===== src/sv/scfp_pkg.sv =====
// ----------------------------------------------------------------------------
// scfp_pkg
// Types and constants of the framed packet parser.
// ----------------------------------------------------------------------------
`timescale 1ns / 1ps
`default_nettype none

package scfp_pkg;

  localparam int unsigned MAX_PAYLOAD    = 128;
  localparam int unsigned HEADER_BYTES   = 5;
  localparam int unsigned FRAME_OVERHEAD = 7;
  localparam int unsigned POS_W          = 9;
  localparam logic [POS_W-1:0] POS_MAX   = '1;

  localparam logic [0:0] CFG_START_MARKER = 1'd0;
  localparam logic [0:0] CFG_END_MARKER   = 1'd1;

  localparam logic KIND_PAYLOAD = 1'b0;
  localparam logic KIND_VERDICT = 1'b1;

  localparam logic [2:0] VERDICT_OK         = 3'd0;
  localparam logic [2:0] VERDICT_TOO_SHORT  = 3'd1;
  localparam logic [2:0] VERDICT_BAD_MARKER = 3'd2;
  localparam logic [2:0] VERDICT_LEN_ERR    = 3'd3;
  localparam logic [2:0] VERDICT_CHECKSUM   = 3'd4;
  localparam logic [2:0] VERDICT_TOO_LONG   = 3'd5;

  typedef struct packed {
    logic [7:0] data_byte;
    logic       end_of_package;
  } byte_beat_t;

  typedef struct packed {
    logic       item_kind;
    logic [7:0] payload_byte;
    logic [2:0] verdict;
    logic [7:0] dest_address;
    logic [7:0] source_address;
    logic [7:0] command_code;
    logic [7:0] payload_count;
  } result_beat_t;

endpackage

`default_nettype wire


===== src/sv/scfp_frame.sv =====
// ----------------------------------------------------------------------------
// scfp_frame
// Frame state (position, sum, header) and per-beat result logic.
// ----------------------------------------------------------------------------
`timescale 1ns / 1ps
`default_nettype none

module scfp_frame import scfp_pkg::*; (
  input  wire logic         clk,
  input  wire logic         rst,
  input  wire logic         fire,
  input  byte_beat_t        beat,
  input  wire logic [7:0]   start_marker,
  input  wire logic [7:0]   end_marker,
  output logic              res_valid,
  output result_beat_t      res
);

  localparam logic [POS_W-1:0] HDR_POS   = POS_W'(HEADER_BYTES);
  localparam logic [POS_W:0]   MIN_LAST  = (POS_W+1)'(FRAME_OVERHEAD - 1);
  localparam logic [8:0]       MAX_PL    = 9'(MAX_PAYLOAD);

  logic [POS_W-1:0] byte_position, byte_position_next;
  logic [7:0]       running_sum, running_sum_next;
  logic [7:0]       held_dest, held_dest_next;
  logic [7:0]       held_source, held_source_next;
  logic [7:0]       held_command, held_command_next;
  logic [7:0]       held_length, held_length_next;
  logic             start_seen_ok, start_seen_ok_next;
  logic             sum_matched, sum_matched_next;

  logic [POS_W-1:0] body_off;
  logic             is_payload;
  logic [2:0]       verdict;
  logic [7:0]       b;

  assign b        = beat.data_byte;
  assign body_off = byte_position - HDR_POS;

  always_comb begin
    held_dest_next     = held_dest;
    held_source_next   = held_source;
    held_command_next  = held_command;
    held_length_next   = held_length;
    start_seen_ok_next = start_seen_ok;
    sum_matched_next   = sum_matched;
    running_sum_next   = running_sum;
    is_payload         = 1'b0;
    if (byte_position < HDR_POS) begin
      unique case (byte_position[2:0])
        3'd0:    start_seen_ok_next = (b == start_marker);
        3'd1:    held_dest_next     = b;
        3'd2:    held_source_next   = b;
        3'd3:    held_command_next  = b;
        default: held_length_next   = b;
      endcase
      running_sum_next = running_sum + b;
    end else if (body_off < {1'b0, held_length}) begin
      running_sum_next = running_sum + b;
      is_payload       = 1'b1;
    end else if (body_off == {1'b0, held_length}) begin
      sum_matched_next = (b == running_sum);
    end
  end

  // pos + 1 < 7  <=>  pos < 6 ;  pos + 1 == L + 7  <=>  pos == L + 6
  always_comb begin
    priority if ({1'b0, byte_position} < MIN_LAST) begin
      verdict = VERDICT_TOO_SHORT;
    end else if (!start_seen_ok_next || b != end_marker) begin
      verdict = VERDICT_BAD_MARKER;
    end else if ({1'b0, byte_position} != ((POS_W+1)'(held_length_next) + MIN_LAST)) begin
      verdict = VERDICT_LEN_ERR;
    end else if (!sum_matched_next) begin
      verdict = VERDICT_CHECKSUM;
    end else if ({1'b0, held_length_next} >= MAX_PL) begin
      verdict = VERDICT_TOO_LONG;
    end else begin
      verdict = VERDICT_OK;
    end
  end

  always_comb begin
    res.dest_address   = held_dest_next;
    res.source_address = held_source_next;
    res.command_code   = held_command_next;
    res.payload_count  = held_length_next;
    if (beat.end_of_package) begin
      res.item_kind    = KIND_VERDICT;
      res.payload_byte = 8'd0;
      res.verdict      = verdict;
      res_valid        = fire;
    end else begin
      res.item_kind    = KIND_PAYLOAD;
      res.payload_byte = b;
      res.verdict      = VERDICT_OK;
      res_valid        = fire && is_payload;
    end
    byte_position_next = (byte_position == POS_MAX) ? byte_position
                                                     : byte_position + 1'b1;
  end

  always_ff @(posedge clk) begin
    if (rst || (fire && beat.end_of_package)) begin
      byte_position <= '0;
      running_sum   <= '0;
      held_dest     <= '0;
      held_source   <= '0;
      held_command  <= '0;
      held_length   <= '0;
      start_seen_ok <= 1'b0;
      sum_matched   <= 1'b0;
    end else if (fire) begin
      byte_position <= byte_position_next;
      running_sum   <= running_sum_next;
      held_dest     <= held_dest_next;
      held_source   <= held_source_next;
      held_command  <= held_command_next;
      held_length   <= held_length_next;
      start_seen_ok <= start_seen_ok_next;
      sum_matched   <= sum_matched_next;
    end
  end

endmodule

`default_nettype wire


===== src/sv/scfp_out_buf.sv =====
// ----------------------------------------------------------------------------
// scfp_out_buf
// Two-entry result buffer; room is a registered status.
// ----------------------------------------------------------------------------
`timescale 1ns / 1ps
`default_nettype none

module scfp_out_buf import scfp_pkg::*; (
  input  wire logic    clk,
  input  wire logic    rst,
  input  wire logic    push,
  input  result_beat_t push_beat,
  output logic         room,
  output logic         result_valid,
  input  wire logic    result_stall,
  output result_beat_t result_beat
);

  result_beat_t entry [2];
  logic       wr_ptr, rd_ptr;
  logic [1:0] count, count_next;
  logic       pop;

  assign pop          = result_valid && !result_stall;
  assign result_valid = (count != 2'd0);
  assign result_beat  = entry[rd_ptr];
  assign room         = (count != 2'd2);

  always_comb begin
    count_next = count;
    if (push && !pop) begin
      count_next = count + 2'd1;
    end else if (pop && !push) begin
      count_next = count - 2'd1;
    end
  end

  always_ff @(posedge clk) begin
    if (rst) begin
      wr_ptr <= 1'b0;
      rd_ptr <= 1'b0;
      count  <= 2'd0;
    end else begin
      count <= count_next;
      if (push) begin
        wr_ptr <= !wr_ptr;
      end
      if (pop) begin
        rd_ptr <= !rd_ptr;
      end
    end
  end

  always_ff @(posedge clk) begin
    if (push) begin
      entry[wr_ptr] <= push_beat;
    end
  end

endmodule

`default_nettype wire


===== src/sv/sum_checksum_frame_parser_core.sv =====
// An accepted byte beat is registered in a hold register; the frame logic forms
// its result combinationally, and the result buffer stores it when it has room.
// Throughput: one byte beat per cycle while the result side keeps up.
// The two-entry result buffer stops intake only when both entries are full.
// Reset (rst, synchronous): clears frame state, buffer, and both markers to 0.
// ----------------------------------------------------------------------------
// sum_checksum_frame_parser_core
// Byte-stream parser for marker/length framed packets with an 8-bit sum.
// ----------------------------------------------------------------------------
`timescale 1ns / 1ps
`default_nettype none

module sum_checksum_frame_parser_core import scfp_pkg::*; (
  input  wire logic       clk,
  input  wire logic       rst,
  input  wire logic       byte_valid,
  output logic            byte_stall,
  input  byte_beat_t      byte_beat,
  output logic            result_valid,
  input  wire logic       result_stall,
  output result_beat_t    result_beat,
  input  wire logic       cfg_we,
  input  wire logic [0:0] cfg_index,
  input  wire logic [7:0] cfg_data
);

  logic [7:0]   start_marker_q;
  logic [7:0]   end_marker_q;
  logic         hold_valid;
  byte_beat_t   hold_beat;
  logic         room;
  logic         fire;
  logic         res_valid;
  result_beat_t res;

  assign fire       = hold_valid && room;
  assign byte_stall = hold_valid && !room;

  always_ff @(posedge clk) begin
    if (rst) begin
      start_marker_q <= '0;
      end_marker_q   <= '0;
    end else if (cfg_we) begin
      unique case (cfg_index)
        CFG_START_MARKER: start_marker_q <= cfg_data;
        CFG_END_MARKER:   end_marker_q   <= cfg_data;
        default:          ;
      endcase
    end
  end

  always_ff @(posedge clk) begin
    if (rst) begin
      hold_valid <= 1'b0;
    end else if (byte_valid && !byte_stall) begin
      hold_valid <= 1'b1;
    end else if (fire) begin
      hold_valid <= 1'b0;
    end
  end

  always_ff @(posedge clk) begin
    if (byte_valid && !byte_stall) begin
      hold_beat <= byte_beat;
    end
  end

  scfp_frame u_frame (
    .clk          (clk),
    .rst          (rst),
    .fire         (fire),
    .beat         (hold_beat),
    .start_marker (start_marker_q),
    .end_marker   (end_marker_q),
    .res_valid    (res_valid),
    .res          (res)
  );

  scfp_out_buf u_out_buf (
    .clk          (clk),
    .rst          (rst),
    .push         (res_valid),
    .push_beat    (res),
    .room         (room),
    .result_valid (result_valid),
    .result_stall (result_stall),
    .result_beat  (result_beat)
  );

endmodule

`default_nettype wire


===== config.mk =====
export PLATFORM = sky130hd
export DESIGN_NAME = sum_checksum_frame_parser_core
export DESIGN_NICKNAME = d
export VERILOG_FILES = /design/src/sv/scfp_pkg.sv /design/src/sv/scfp_frame.sv /design/src/sv/scfp_out_buf.sv /design/src/sv/sum_checksum_frame_parser_core.sv
export SDC_FILE = /design/constraint.sdc
export NUM_CORES = 1
export LEC_CHECK = 0
export BUFFER_PORTS_ARGS = -buffer_cell sky130_fd_sc_hd__buf_2
export CORE_MARGIN = 4
export CORE_UTILIZATION = 45
export CTS_CLUSTER_SIZE = 16
export DETAILED_ROUTE_END_ITERATION = 10
export HOLD_SLACK_MARGIN = 0.02
export PLACE_DENSITY = 0.73
export SYNTH_ARGS = -nofsm -noshare
export SYNTH_HDL_FRONTEND = slang
export SYNTH_SLANG_ARGS = --single-unit

===== constraint.sdc =====
create_clock -name clk -period 5.6 [get_ports clk]
set_clock_uncertainty 0.05 [all_clocks]
set_input_delay 0.28 -clock clk [delete_from_list [all_inputs] [get_ports clk]]
set_output_delay 0.28 -clock clk [all_outputs]
set_load 0.01 [all_outputs]

==> flow_summary.yaml <==
worst_setup_path:
  reg2reg_depth: 12
  crit_path_start_kind: "flop"
  r2r-start: "u_frame.byte_position[1]"
  crit_family: "simple AND/OR/NAND/NOR gates"
  r2r_slack_ns: 1.44
  path_class: "reg -> reg"
  max_stage_delay_ns: 0.92
  path_cells: "inv_1, ha_1, nor2b_1, nor2_1, xor2_1, ha_1, nand3_1, nor3_1, o32ai_1, a31oi_1, nor2_1, and2_2"
  required_ns: 5.58
  cpMaxStageDelayCell: "and2_2"
  critPathArrivalTime_ns: 4.15
  endpoint_kind: "flop"
  crit_fanout: 44
  rr_endpoint: "u_out_buf.entry[1][43]"
  critical_path_buf_inv_count: 1
sta:
  tns_ns: 0
  finalMaxSlewViolations: 0
  timing.final.crit_share_pct: 74.4
  min_period_ns: 4.16
  rsz0062_at_grt: "false"
  tightest_slew_ns: 1.15
  setup_ws_ns: 1.44
  setup_viol: 0
  finalHoldViolCount: 0
  slew_headroom_pct: 23.6
  fmaxAchievable_mhz: 240
min_path:
  hp-class: "in -> reg"
  hp-start: "cfg_data[2]"
  worstHoldPathCells: 3
  hold_end: "start_marker_q[2]"
routing:
  routed_wirelength_mm: 17.5
  drt_first_pass_iters: 5
  ant_nets: 0
  vias: 5488
  drtIter0Drc: 376
  viasPerCell: 5.42
  wire_per_inst_um: 17.3
  drc: 0
placed_design:
  dpl.hpwl_mm: 11.3
  preCtsSetupSlack_ns: 1.41
  port_buffers: 68
  place_congestion: 0.908
logic_synthesis:
  synth_nets: 761
  synth_area_leaders: "edfxtp_1 37%, dfxtp_1 18%, mux2_2 9.2%, ha_1 3.8%, xnor2_1 3.6%"
  synth-async-reset-ratio_pct: 0
  ys_types: 61
  synth_warnings: 0
  synth_largest_area_cell: "edfxtp_1"
  synth_edf_count: 97
  ys_seq_area_share_pct: 54.8
  syn_avg_cell_area_sq_um: 11.2
  synth_top_area_share_pct: 36.5
  ys.flop_type: "edfxtp_1"
  syn_inst: 713
  ys_ff_latch: 170
  syn-cell-area_sq_um: 7980
grt:
  first_global_vias: 5414
  grt_max_degree: 45
  grt.total_usage_pct: 18.3
  grt_antenna_before_repair: 0
  grt_pass1_wl_mm: 28.5
  overflow: 0
cts:
  clk_pin_slew_ns: 0.06
  clkLatencyLatePin_ns: 0.43
  htreeDepth: 4
  clockBufferDepth: 2
  post_cts_buffers: 0
  cts_num_sinks: 170
  clock-root-buffer: "clkbuf_16"
  cts_made_buffers: 17
  cts_tree: "built"
floorplanning:
  die-height_um: 141
  io_pins: 69
  die_w_um: 141
  initial_core_util_pct: 46.0
  rows: 48
  core-area_sq_um: 17400
  die_area_sq_um: 19900
final_layout:
  fin_nets: 822
  area_growth_pct: 14.5
  nFillCells: 1507
  num_antenna_cells: 0
  drive_gt1_share_pct: 23.1
outcome:
  status: "finished, final reports clean"
power:
  p_per_area_nw_per_um2: 375
  peakVddDrop_mv: 0.253
  p_leak_nw: 3.38
run:
  maxCapViolations: 0
## power by group
group	internal (W)	total, W	switching (W)
logic	0.000347	0.000757	0.000410
clock network	0.000632	0.00112	0.000490
registers	0.00143	0.00155	0.000119
## worst min-delay path, delay by kind of cell
kind | cells | cell delay, ns
muxes | 1 | 0.05
and+or+nand+nor | 1 | 0.07
buffers and inverters | 1 | 0.08
## cells in the final DEF, fill, tap and decap left out, types with 3 or more instances in the layout
master / instances
xnor2_1: 33
nand2b_1: 3
nand4_1: 10
xor2_1: 10
nor2_1: 71
clkinvlp_4: 4
nand2_1: 72
a211oi_1: 8
mux2_2: 65
nor3b_1: 3
inv_6: 4
clkbuf_1: 3
dfxtp_1: 72
nor4_1: 4
a21oi_1: 41
o21ai_1: 3
clkbuf_16: 17
ha_1: 24
o21a_1: 4
inv_1: 24
dlygate4sd3_1: 10
nor2b_1: 9
o21ai_0: 19
buf_4: 4
or3_1: 3
edfxtp_1: 97
buf_2: 68
a21o_1: 4
mux2i_1: 18
nor3_1: 15
nand3_1: 19
## cell families (layout without fill, tap and decap cells)
group	count (synthesis)	count (layout)	share of synthesized area [%]
compound gates	106	106	8.77
xor+xnor	43	43	4.72
fa+ha+maj	25	25	4.02
buf+inv	64	138	3.29
flops	170	170	54.8
mux	83	83	11.4
simple gates	222	222	12.9
## state kept, by name (all words and copies together) (netlist names), 2 cells and up, named ones only
| name | flops |
|---|---|
| u_out_buf.count | 2 |
| u_frame.byte_position | 9 |
| u_frame.held_length | 8 |
| start_marker_q | 8 |
| end_marker_q | 8 |
| u_frame.held_command | 8 |
| u_frame.held_source | 8 |
| hold_beat | 9 |
| u_frame.held_dest | 8 |
| u_frame.running_sum | 8 |
| u_out_buf.entry | 88 |
## timing repair
action | in CTS | in global routing
resized for setup | 0 | 0
hold buffers | 10 | 0
endpoints found under the hold margin | 10 | 0
## cells in the mapped netlist, types with 6 or more instances
library cell,instances
a211oi_1,8
edfxtp_1,97
nor2b_1,9
clkbuf_1,25
o21ai_0,19
ha_1,24
buf_1,7
xnor2_1,33
buf_2,6
a21oi_1,41
nand2_1,72
dfxtp_1,73
inv_1,24
mux2_2,65
xor2_1,10
nor3_1,16
nand3_1,19
nand4_1,10
mux2i_1,18
nor2_1,71
## per-layer routing
| layer | wire (um) | vias up | global-route usage (%) | share of wire (%) |
|---|---|---|---|---|
| li1 | - | 2669 | - | - |
| met5 | 0 | - | 0 | 0 |
| met3 | 950 | 30 | 3.93 | 5.4 |
| met2 | 8280 | 164 | 30.6 | 47 |
| met4 | 369 | 0 | 6.17 | 2.1 |
| met1 | 7870 | 2625 | 23.6 | 45 |
## metrics by stage
stage	util, %	hold WS, ns	instance area (sq um)	cells	power (W)
3_5_place_dp	48.8	0.396	8470	970	0.00233
3_3_place_gp	48.8	0.388	8470	970	0.00232
2_1_floorplan	-	0.299	7980	713	0.00209
5_1_grt	52.6	0.0644	9130	1012	0.00359
4_1_cts	52.6	0.0406	9130	1012	0.00345
6_report	52.6	0.0593	9130	1012	0.00342
## worst max path at each step
stage	cells after the start	to	slack, ns	from
2_1_floorplan	12	u_out_buf.entry[0][0]	1.24	u_frame.byte_position[1]
5_1_grt	12	u_out_buf.entry[1][43]	1.02	u_frame.byte_position[1]
6_report	12	u_out_buf.entry[1][43]	1.44	u_frame.byte_position[1]
3_3_place_gp	12	u_out_buf.entry[1][39]	1.52	u_frame.byte_position[1]
4_1_cts	12	u_out_buf.entry[1][43]	1.40	u_frame.byte_position[1]
3_5_place_dp	12	u_out_buf.entry[1][43]	1.41	u_frame.byte_position[1]
## layout make-up
class | count | area, sq um | share of cell area [%]
flip-flops and latches | 170 | 4380 | 47.9
well taps | 225 | 282 | 3.08
inverters | 24 | 90.1 | 0.986
repair buffers | 82 | 470 | 5.15
multi-input cells | 479 | 3350 | 36.7
clock buffers | 21 | 450 | 4.93
clock inverters | 11 | 111 | 1.22
(Power assumes the default switching activity.)
